[config.mk]
export PLATFORM = sky130hd
export DESIGN_NAME = sql_token_scanner
export DESIGN_NICKNAME = d
export VERILOG_FILES = /design/src/design/sqlts_pkg.sv /design/src/design/sql_token_scanner.sv
export SDC_FILE = /design/constraint.sdc
export NUM_CORES = 2
export LEC_CHECK = 0
export ABC_AREA = 1
export BUFFER_PORTS_ARGS = -buffer_cell sky130_fd_sc_hd__buf_4
export CORE_MARGIN = 2
export CORE_UTILIZATION = 30
export DETAILED_ROUTE_END_ITERATION = 10
export PLACE_DENSITY_LB_ADDON = 0.15
export SLEW_MARGIN = 15
export SYNTH_ARGS = -nofsm -noshare
export SYNTH_HDL_FRONTEND = slang
export SYNTH_SLANG_ARGS = --single-unit
[constraint.sdc]
create_clock -name clk -period 24.6 [get_ports clk]
set_input_delay 1.23 -clock clk [delete_from_list [all_inputs] [get_ports clk]]
set_output_delay 1.23 -clock clk [all_outputs]
set_load 0.005 [all_outputs]
[src/design/sqlts_pkg.sv]
// Package for the SQL token scanner: request/token types, token kinds, keyword table.
package sqlts_pkg;

  // Width of the internal offset/line/column counters
  localparam int LOCATION_BITS = 32;
  typedef logic [LOCATION_BITS-1:0] loc_t;

  // Token kinds
  localparam logic [5:0] K_END           = 6'd0;
  localparam logic [5:0] K_IDENT         = 6'd1;
  localparam logic [5:0] K_INTEGER       = 6'd2;
  localparam logic [5:0] K_STRING        = 6'd3;
  localparam logic [5:0] K_INVALID       = 6'd4;
  localparam logic [5:0] K_PLUS          = 6'd5;
  localparam logic [5:0] K_MINUS         = 6'd6;
  localparam logic [5:0] K_STAR          = 6'd7;
  localparam logic [5:0] K_SLASH         = 6'd8;
  localparam logic [5:0] K_EQUAL         = 6'd9;
  localparam logic [5:0] K_NOT_EQUAL     = 6'd10;
  localparam logic [5:0] K_LESS          = 6'd11;
  localparam logic [5:0] K_LESS_EQUAL    = 6'd12;
  localparam logic [5:0] K_GREATER       = 6'd13;
  localparam logic [5:0] K_GREATER_EQUAL = 6'd14;
  localparam logic [5:0] K_LPAREN        = 6'd15;
  localparam logic [5:0] K_RPAREN        = 6'd16;
  localparam logic [5:0] K_COMMA         = 6'd17;
  localparam logic [5:0] K_DOT           = 6'd18;
  localparam logic [5:0] K_SEMICOLON     = 6'd19;
  localparam logic [5:0] K_KEYWORD_BASE  = 6'd20;
  localparam logic [5:0] K_COMMENT_ERROR = 6'd39;

  // Keywords, lowercase, first character in the top byte, zero padded to six bytes
  localparam int NUM_KEYWORDS = 19;
  localparam logic [47:0] KEYWORD_TEXT [NUM_KEYWORDS] = '{
    {"select"},        {"from", 16'h0},  {"where", 8'h0},  {"insert"},
    {"into", 16'h0},   {"values"},       {"create"},       {"table", 8'h0},
    {"drop", 16'h0},   {"null", 16'h0},  {"and", 24'h0},   {"or", 32'h0},
    {"not", 24'h0},    {"as", 32'h0},    {"order", 8'h0},  {"by", 32'h0},
    {"limit", 8'h0},   {"true", 16'h0},  {"false", 8'h0}
  };

  // Token queue depth (power of two), pointer and fill-count widths
  localparam int QUEUE_DEPTH    = 4;
  localparam int QUEUE_PTR_BITS = $clog2(QUEUE_DEPTH);
  typedef logic [QUEUE_PTR_BITS-1:0] qptr_t;
  typedef logic [QUEUE_PTR_BITS:0]   qcount_t;

  // One input request: a text byte or the end-of-text mark
  typedef struct packed {
    logic [7:0] byte_value;
    logic       end_of_input;
  } byte_req_t;

  // One result token
  typedef struct packed {
    logic [5:0]  token_kind;
    logic [31:0] start_offset;
    logic [31:0] end_offset;
    logic [31:0] start_line;
    logic [31:0] start_column;
    logic [31:0] end_line;
    logic [31:0] end_column;
    logic        last_of_run;
  } token_t;

  // Saturating counter step
  function automatic loc_t sat_inc(input loc_t v);
    sat_inc = (&v) ? v : v + loc_t'(1);
  endfunction

endpackage

[src/design/sql_token_scanner.sv]
// Streaming SQL lexer: one text byte per request in, located tokens out.
// Takes one byte request per cycle while byte_ready is high and updates the scan state in
// the same cycle; the tokens a request produces (none, one or two) go into a four-entry
// token queue that drains one token per cycle while token_ready is high. byte_ready is
// high while the queue has at least two free slots, so with token_ready held high a
// stream of bytes is taken every cycle; a byte that closes one token and gives another
// pushes both, and a consumer stall backs up into byte_ready. An end_of_input request
// flushes the pending token, gives the end token (not after an unterminated block
// comment) and returns to the reset state. Offset, line and column counters are
// LOCATION_BITS wide and saturate; token fields carry their low 32 bits.
module sql_token_scanner (
  input  logic                 clk,
  input  logic                 rst,
  input  logic                 byte_valid,
  output logic                 byte_ready,
  input  sqlts_pkg::byte_req_t byte_data,
  output logic                 token_valid,
  input  logic                 token_ready,
  output sqlts_pkg::token_t    token_data
);

  typedef enum logic [3:0] {
    M_IDLE, M_WORD, M_NUMBER, M_STRING, M_STRING_QUOTE, M_MINUS, M_SLASH,
    M_BANG, M_LESS, M_GREATER, M_LINE_COMMENT, M_BLOCK, M_BLOCK_STAR
  } mode_t;

  // Scan state
  mode_t               mode, mode_next;
  logic [5:0][7:0]     prefix, prefix_next;
  logic [2:0]          wlen, wlen_next;
  sqlts_pkg::loc_t     cur_off, cur_line, cur_col;
  sqlts_pkg::loc_t     cur_off_next, cur_line_next, cur_col_next;
  sqlts_pkg::loc_t     tok_off, tok_line, tok_col;
  sqlts_pkg::loc_t     tok_off_next, tok_line_next, tok_col_next;

  // Token queue
  sqlts_pkg::token_t   queue [sqlts_pkg::QUEUE_DEPTH];
  sqlts_pkg::qptr_t    wr_ptr, rd_ptr;
  sqlts_pkg::qcount_t  count;

  // Step results
  logic [7:0]          b;
  logic [7:0]          lc;
  logic                is_alpha, is_digit, is_space;
  sqlts_pkg::loc_t     adv_off, adv_line, adv_col;
  logic [5:0]          word_kind;
  logic                redo;
  logic                a_valid, a_end_adv;
  logic [5:0]          a_kind;
  logic                b_valid, b_end_adv;
  logic [5:0]          b_kind;
  sqlts_pkg::token_t   tok_a, tok_b, res0, res1;
  logic [1:0]          push_n;
  logic                push, pop;

  assign b = byte_data.byte_value;

  // Character classes and cursor advance
  always_comb begin
    is_alpha = (b >= "a" && b <= "z") || (b >= "A" && b <= "Z") || b == "_";
    is_digit = b >= "0" && b <= "9";
    is_space = b == " " || (b >= 8'd9 && b <= 8'd13);
    lc       = (b >= "A" && b <= "Z") ? b + 8'd32 : b;
    adv_off  = sqlts_pkg::sat_inc(cur_off);
    if (b == "\n") begin
      adv_line = sqlts_pkg::sat_inc(cur_line);
      adv_col  = sqlts_pkg::loc_t'(1);
    end else begin
      adv_line = cur_line;
      adv_col  = sqlts_pkg::sat_inc(cur_col);
    end
  end

  // Keyword match on the stored prefix
  always_comb begin
    word_kind = sqlts_pkg::K_IDENT;
    if (wlen <= 3'd6) begin
      for (int k = sqlts_pkg::NUM_KEYWORDS - 1; k >= 0; k--) begin
        if (prefix == sqlts_pkg::KEYWORD_TEXT[k]) begin
          word_kind = sqlts_pkg::K_KEYWORD_BASE + 6'(k);
        end
      end
    end
  end

  // Next state and the two result slots: A closes the pending token, B is from this byte
  always_comb begin
    mode_next     = mode;
    prefix_next   = prefix;
    wlen_next     = wlen;
    cur_off_next  = cur_off;
    cur_line_next = cur_line;
    cur_col_next  = cur_col;
    tok_off_next  = tok_off;
    tok_line_next = tok_line;
    tok_col_next  = tok_col;
    redo          = 1'b0;
    a_valid       = 1'b0;
    a_end_adv     = 1'b0;
    a_kind        = sqlts_pkg::K_END;
    b_valid       = 1'b0;
    b_end_adv     = 1'b0;
    b_kind        = sqlts_pkg::K_END;

    if (byte_data.end_of_input) begin
      // Flush, end token unless a block comment is open, back to reset state
      a_valid = 1'b1;
      case (mode)
        M_WORD:         a_kind = word_kind;
        M_NUMBER:       a_kind = sqlts_pkg::K_INTEGER;
        M_STRING:       a_kind = sqlts_pkg::K_INVALID;
        M_STRING_QUOTE: a_kind = sqlts_pkg::K_STRING;
        M_MINUS:        a_kind = sqlts_pkg::K_MINUS;
        M_SLASH:        a_kind = sqlts_pkg::K_SLASH;
        M_BANG:         a_kind = sqlts_pkg::K_INVALID;
        M_LESS:         a_kind = sqlts_pkg::K_LESS;
        M_GREATER:      a_kind = sqlts_pkg::K_GREATER;
        M_BLOCK,
        M_BLOCK_STAR:   a_kind = sqlts_pkg::K_COMMENT_ERROR;
        default:        a_valid = 1'b0;
      endcase
      b_valid       = !(mode == M_BLOCK || mode == M_BLOCK_STAR);
      b_kind        = sqlts_pkg::K_END;
      mode_next     = M_IDLE;
      prefix_next   = '0;
      wlen_next     = '0;
      cur_off_next  = '0;
      cur_line_next = sqlts_pkg::loc_t'(1);
      cur_col_next  = sqlts_pkg::loc_t'(1);
      tok_off_next  = '0;
      tok_line_next = sqlts_pkg::loc_t'(1);
      tok_col_next  = sqlts_pkg::loc_t'(1);
    end else begin
      // Every text byte is consumed exactly once
      cur_off_next  = adv_off;
      cur_line_next = adv_line;
      cur_col_next  = adv_col;

      case (mode)
        M_WORD: begin
          if (is_alpha || is_digit) begin
            for (int i = 0; i < 6; i++) begin
              if (wlen == 3'(i)) prefix_next[5-i] = lc;
            end
            if (wlen != 3'd7) wlen_next = wlen + 3'd1;
          end else begin
            a_valid = 1'b1;
            a_kind  = word_kind;
            redo    = 1'b1;
          end
        end
        M_NUMBER: begin
          if (!is_digit) begin
            a_valid = 1'b1;
            a_kind  = sqlts_pkg::K_INTEGER;
            redo    = 1'b1;
          end
        end
        M_STRING: begin
          if (b == "'") mode_next = M_STRING_QUOTE;
        end
        M_STRING_QUOTE: begin
          if (b == "'") begin
            mode_next = M_STRING;
          end else begin
            a_valid = 1'b1;
            a_kind  = sqlts_pkg::K_STRING;
            redo    = 1'b1;
          end
        end
        M_MINUS: begin
          if (b == "-") begin
            mode_next = M_LINE_COMMENT;
          end else begin
            a_valid = 1'b1;
            a_kind  = sqlts_pkg::K_MINUS;
            redo    = 1'b1;
          end
        end
        M_SLASH: begin
          if (b == "*") begin
            mode_next = M_BLOCK;
          end else begin
            a_valid = 1'b1;
            a_kind  = sqlts_pkg::K_SLASH;
            redo    = 1'b1;
          end
        end
        M_BANG: begin
          a_valid = 1'b1;
          if (b == "=") begin
            a_kind    = sqlts_pkg::K_NOT_EQUAL;
            a_end_adv = 1'b1;
            mode_next = M_IDLE;
          end else begin
            a_kind = sqlts_pkg::K_INVALID;
            redo   = 1'b1;
          end
        end
        M_LESS: begin
          a_valid = 1'b1;
          if (b == "=" || b == ">") begin
            a_kind    = (b == "=") ? sqlts_pkg::K_LESS_EQUAL : sqlts_pkg::K_NOT_EQUAL;
            a_end_adv = 1'b1;
            mode_next = M_IDLE;
          end else begin
            a_kind = sqlts_pkg::K_LESS;
            redo   = 1'b1;
          end
        end
        M_GREATER: begin
          a_valid = 1'b1;
          if (b == "=") begin
            a_kind    = sqlts_pkg::K_GREATER_EQUAL;
            a_end_adv = 1'b1;
            mode_next = M_IDLE;
          end else begin
            a_kind = sqlts_pkg::K_GREATER;
            redo   = 1'b1;
          end
        end
        M_LINE_COMMENT: begin
          if (b == "\n") redo = 1'b1;
        end
        M_BLOCK: begin
          if (b == "*") mode_next = M_BLOCK_STAR;
        end
        M_BLOCK_STAR: begin
          if (b == "/") mode_next = M_IDLE;
          else if (b != "*") mode_next = M_BLOCK;
        end
        default: redo = 1'b1;
      endcase

      // Handle the byte from the idle state
      if (redo) begin
        mode_next = M_IDLE;
        if (!is_space) begin
          tok_off_next  = cur_off;
          tok_line_next = cur_line;
          tok_col_next  = cur_col;
          if (is_alpha) begin
            prefix_next    = '0;
            prefix_next[5] = lc;
            wlen_next      = 3'd1;
            mode_next      = M_WORD;
          end else if (is_digit) begin
            mode_next = M_NUMBER;
          end else begin
            b_end_adv = 1'b1;
            case (b)
              "'":     mode_next = M_STRING;
              "-":     mode_next = M_MINUS;
              "/":     mode_next = M_SLASH;
              "!":     mode_next = M_BANG;
              "<":     mode_next = M_LESS;
              ">":     mode_next = M_GREATER;
              "+":     begin b_valid = 1'b1; b_kind = sqlts_pkg::K_PLUS;      end
              "*":     begin b_valid = 1'b1; b_kind = sqlts_pkg::K_STAR;      end
              "=":     begin b_valid = 1'b1; b_kind = sqlts_pkg::K_EQUAL;     end
              "(":     begin b_valid = 1'b1; b_kind = sqlts_pkg::K_LPAREN;    end
              ")":     begin b_valid = 1'b1; b_kind = sqlts_pkg::K_RPAREN;    end
              ",":     begin b_valid = 1'b1; b_kind = sqlts_pkg::K_COMMA;     end
              ".":     begin b_valid = 1'b1; b_kind = sqlts_pkg::K_DOT;       end
              ";":     begin b_valid = 1'b1; b_kind = sqlts_pkg::K_SEMICOLON; end
              default: begin b_valid = 1'b1; b_kind = sqlts_pkg::K_INVALID;   end
            endcase
          end
        end
      end
    end
  end

  // Build the tokens and pack them to the front
  always_comb begin
    tok_a.token_kind   = a_kind;
    tok_a.start_offset = 32'(tok_off);
    tok_a.start_line   = 32'(tok_line);
    tok_a.start_column = 32'(tok_col);
    tok_a.end_offset   = a_end_adv ? 32'(adv_off)  : 32'(cur_off);
    tok_a.end_line     = a_end_adv ? 32'(adv_line) : 32'(cur_line);
    tok_a.end_column   = a_end_adv ? 32'(adv_col)  : 32'(cur_col);
    tok_a.last_of_run  = !b_valid;

    tok_b.token_kind   = b_kind;
    tok_b.start_offset = 32'(cur_off);
    tok_b.start_line   = 32'(cur_line);
    tok_b.start_column = 32'(cur_col);
    tok_b.end_offset   = b_end_adv ? 32'(adv_off)  : 32'(cur_off);
    tok_b.end_line     = b_end_adv ? 32'(adv_line) : 32'(cur_line);
    tok_b.end_column   = b_end_adv ? 32'(adv_col)  : 32'(cur_col);
    tok_b.last_of_run  = 1'b1;

    res0   = a_valid ? tok_a : tok_b;
    res1   = tok_b;
    push_n = {1'b0, a_valid} + {1'b0, b_valid};
  end

  // Queue handshake
  assign byte_ready  = count <= sqlts_pkg::qcount_t'(sqlts_pkg::QUEUE_DEPTH - 2);
  assign token_valid = count != '0;
  assign token_data  = queue[rd_ptr];
  assign push        = byte_valid && byte_ready;
  assign pop         = token_valid && token_ready;

  // Scan state registers
  always_ff @(posedge clk) begin
    if (rst) begin
      mode     <= M_IDLE;
      prefix   <= '0;
      wlen     <= '0;
      cur_off  <= '0;
      cur_line <= sqlts_pkg::loc_t'(1);
      cur_col  <= sqlts_pkg::loc_t'(1);
      tok_off  <= '0;
      tok_line <= sqlts_pkg::loc_t'(1);
      tok_col  <= sqlts_pkg::loc_t'(1);
    end else if (push) begin
      mode     <= mode_next;
      prefix   <= prefix_next;
      wlen     <= wlen_next;
      cur_off  <= cur_off_next;
      cur_line <= cur_line_next;
      cur_col  <= cur_col_next;
      tok_off  <= tok_off_next;
      tok_line <= tok_line_next;
      tok_col  <= tok_col_next;
    end
  end

  // Token queue pointers and storage
  always_ff @(posedge clk) begin
    if (rst) begin
      wr_ptr <= '0;
      rd_ptr <= '0;
      count  <= '0;
    end else begin
      if (push) wr_ptr <= wr_ptr + sqlts_pkg::qptr_t'(push_n);
      if (pop) rd_ptr <= rd_ptr + sqlts_pkg::qptr_t'(1);
      count <= count + (push ? sqlts_pkg::qcount_t'(push_n) : sqlts_pkg::qcount_t'(0))
               - sqlts_pkg::qcount_t'(pop);
    end
  end

  always_ff @(posedge clk) begin
    if (push && push_n != 2'd0) queue[wr_ptr] <= res0;
    if (push && push_n == 2'd2) queue[wr_ptr + sqlts_pkg::qptr_t'(1)] <= res1;
  end

endmodule

==> metrics.txt <==
Syn Nets=between 6,000 and 7,000; final core utilization=34.3%; post-route ant nets=0; CP arrival=between 8 and 9 ns; Worst Setup End Kind=flip-flop; CP Max Fanout=73; Clock Sinks=roughly 1,100; VDD IR max=roughly 0.06 mV; met3 WL=between 10,000 and 15,000 um; floorplan die width=approximately 430 um; global-route wire length before repair=about 320,000 um; largest net degree at the start of global routing=approximately 160; remaining global-route overflow=0; vias in the first global route=approximately 47,000; Worst Path Buf+Inv=10; share of the synthesized area in the top cell type=between 40% and 50%; placed cell count=around 8,500; Layout Skew=0.0424 ns; Gate power share=27.3%; synthesized instance count=~6,300; Sw Share=35.2%; initial antenna violation count=1; number of detailed-route iterations in the first pass=6; Port Buf Inserts=between 200 and 250; slowest stage delay, CP=0.92 ns; CTS tree=yes; n_diodes=0; synth warn=0; CTS Root Cell=clkbuf_16; Finished Layout Cells=approximately 8,700; FP Rows=156; clock share of power=34.0%; outcome=complete, no violations; Inserted Clock Buffers=130; DR DRC count=0; Initial Utilization=30.2%; Die Area=185,000 um^2; Total Routing Usage GR=between 20% and 30%; Seq/Total Area, Yosys=53.2%; Crit path max-delay family=buffers and inverters; CP cell instances=buf_4 > inv_2 > ha_1 > o211ai_1 > nand3_1 > nand3_2 > o21ai_1 > inv_2 > nand3_1 > inv_2 > nand2_1 > nand4_1 > nand2_8 > buf_4 > ha_1 > nor2_1 > inv_1 > nor3_2 > buf_4 > inv_6 > nand2_4 > buf_4 > buf_4; cts hold-fix bufs=0; endpoints failing hold=0; pwr dens=around 90 nW/um^2; Flop pwr share=between 30 and 40%; Final HPWL DP=between 100,000 and 150,000 um; Ports=214; crit share post-route=32.6%; leading post-synthesis cells by cell area=edfxtp_1 (44%), dfxtp_1 (9.7%), nand2_1 (7.0%); top routing layer used=met4; Crit path top cell by count=buf_4; P&R area growth vs syn=13.7%; Synth cell types=between 50 and 60; clock insertion delay at the later pin of the skew report=~0.82 ns; Int Power=~3600 uW; PostCTS Resize Cnt=0; WL per Instance=24.6 um; Crit-path slowest cell=nand2_4; share of layout cells above drive strength 1=9.73%; core box area=180,000 um^2; fin crit period=roughly 8.0 ns; Setup Buffers After CTS=0; leakage=~0.021 uW; mapped cell area=around 54,000 um^2; Iteration-0 DRC Markers=roughly 4,500; Metal-1 WL=between 90,000 and 100,000 um; Net Sw Power=about 2000 uW; Routed WL=between 200,000 and 250,000 um; Clock Tree Buf Depth=3; number of synthesized register bits=~1,100; final setup vio count=0; setup_tns=0 ns; routed vias=about 48,000; CP Data Required Time=between 20 and 30 ns; Slew Viols, Final=0; Async S/R FF share, synth=0%; Rel. slew slack=a little over a fifth; number of synthesized flops with an enable pin=788; post-DR vias/cell=~5.6; Synth area leader=edfxtp_1; Worst-path clk slew=0.06 ns; RSZ-0062 raised after global routing=false; GPL Wtd Cong=slightly above 0.9; met2 wire len=102,000 um; Design Power=about 5500 uW; Fmax=approximately 120 MHz; Worst Setup Start Kind=primary input; WS Path Type=in -> reg; number of max-cap violations=0; Syn Area/Cell=between 8 and 9 um^2; H-tree lvl count=4; Slew @ Worst Pin=around 1.2 ns; ys flop type=edfxtp_1; fin nets=approximately 6,300; die height=roughly 430 um; Hold WC Path Type=reg -> reg
## Yosys cell counts, drive strengths merged (3+ instances only)
cell type and instances:
clkinv 52, inv 272, clkbuf 411, o22ai 593
nand3 379, nand4 57, ha 17, a21oi 321
o31ai 3, edfxtp 788, nor4 37, a22oi 94
dfxtp 264, nor3 90, o21ai 877, o211ai 95
buf 85, nand2 1038, xor2 65, nor2 753
## routing by layer
layer | up-vias | track usage, %
li1 | 22576 | -
met1 | 23795 | 30.0
met5 | - | 0
met2 | 1763 | 37.5
met4 | 0 | 8.04
met3 | 315 | 3.05
## layout make-up
| type | instances | area (um^2) |
|---|---|---|
| Inverter | 324 | 1280 |
| Sequential cell | 1052 | 29000 |
| Tap cell | 2370 | 2970 |
| Clock inverter | 51 | 572 |
| Timing Repair Buffer | 283 | 2200 |
| Fill cell | 18742 | 119000 |
| Clock buffer | 187 | 3540 |
| Multi-Input combinational cell | 4441 | 22300 |
## layout by cell type, fill, tap and decap left out, types with 3 or more instances in the layout
cell type	instances
inv_6	7
clkinv_8	5
a21oi_1	317
nand2_2	29
nand2_1	1002
nor2_4	7
o21ai_1	230
o31ai_1	3
dfxtp_1	262
nand4_1	57
o211ai_1	94
buf_4	277
clkbuf_16	131
o21ai_2	58
edfxtp_1	788
nor2_2	6
ha_1	17
clkinv_1	68
o21ai_0	589
nor2_1	740
nor3_1	80
xor2_1	65
nor3_2	10
inv_1	238
inv_16	3
nor4_1	36
clkbuf_8	6
nand2_4	6
a22oi_1	94
nand3_1	376
bufinv_16	3
buf_12	4
a21oi_2	3
o22ai_1	593
clkbuf_1	51
clkinv_16	6
inv_8	5
clkinv_2	13
inv_2	23
## state kept, by name, indices dropped and copies added (netlist names), named ones only
register	cells
wr_ptr	2
prefix	48
tok_off	32
wlen	3
count	3
queue	796
tok_line	32
rd_ptr	2
cur_line	32
mode	4
cur_col	32
cur_off	32
tok_col	32
## stage by stage
step / hold WS, ns / setup slack [ns] / cell area [um^2]
after floorplan: 0.436 / 15.35 / 54400
final: 0.452 / 16.58 / 61800
after global routing: 0.495 / 16.04 / 61800
after CTS: 0.456 / 16.59 / 61800
after detailed placement: 0.453 / 15.76 / 57700
after global placement: 0.442 / 15.78 / 57700
## worst register-to-register path: stages (launching register included)
cell     delay, ns
dfxtp_1       0.35
nor2_1        0.16
inv_1         0.09
nor2_1        0.68
nand2_1       0.29
nand4_1       0.27
nand2_8       0.33
buf_4         0.48
ha_1          0.32
nor2_1        0.13
inv_1         0.12
nor3_2        0.15
buf_4         0.74
inv_6         0.45
nand2_4       0.93
buf_4         0.76
buf_4         0.85
## worst paths after layout
kind,end,from,cells after the start,slack [ns]
setup reg to reg,queue[2][4],mode[3],16,17.01
hold / removal,flip-flop,rd_ptr[1],2,0.45
setup / recovery,queue[2][4],byte_data[6],23,16.58
hold reg to reg,flip-flop,rd_ptr[1],2,0.45
## logic make-up (layout without fill, tap and decap cells)
group                      after synthesis  count (layout)  synth area share, %
and+or+nand+nor                       2361            2361                 18.2
AOI/OAI and AO/OA                     1995            1995                 21.1
DFF                                   1052            1052                 53.2
buffers and inverters                  820             845                 5.90
xor gates and xnor gates                66              66                 1.06
adders and majority gates               18              18                0.428
muxes                                    1               1               0.0207
## power by group through the flow
stage	clock network (uW)	registers, uW	logic (uW)
final	1880	2140	1510
after global routing	1990	2150	1640
after CTS	1920	2140	1540
after detailed placement	0	2180	1540
after global placement	0	2170	1530
after floorplan	0	2180	766
(Power assumes the default switching activity.)
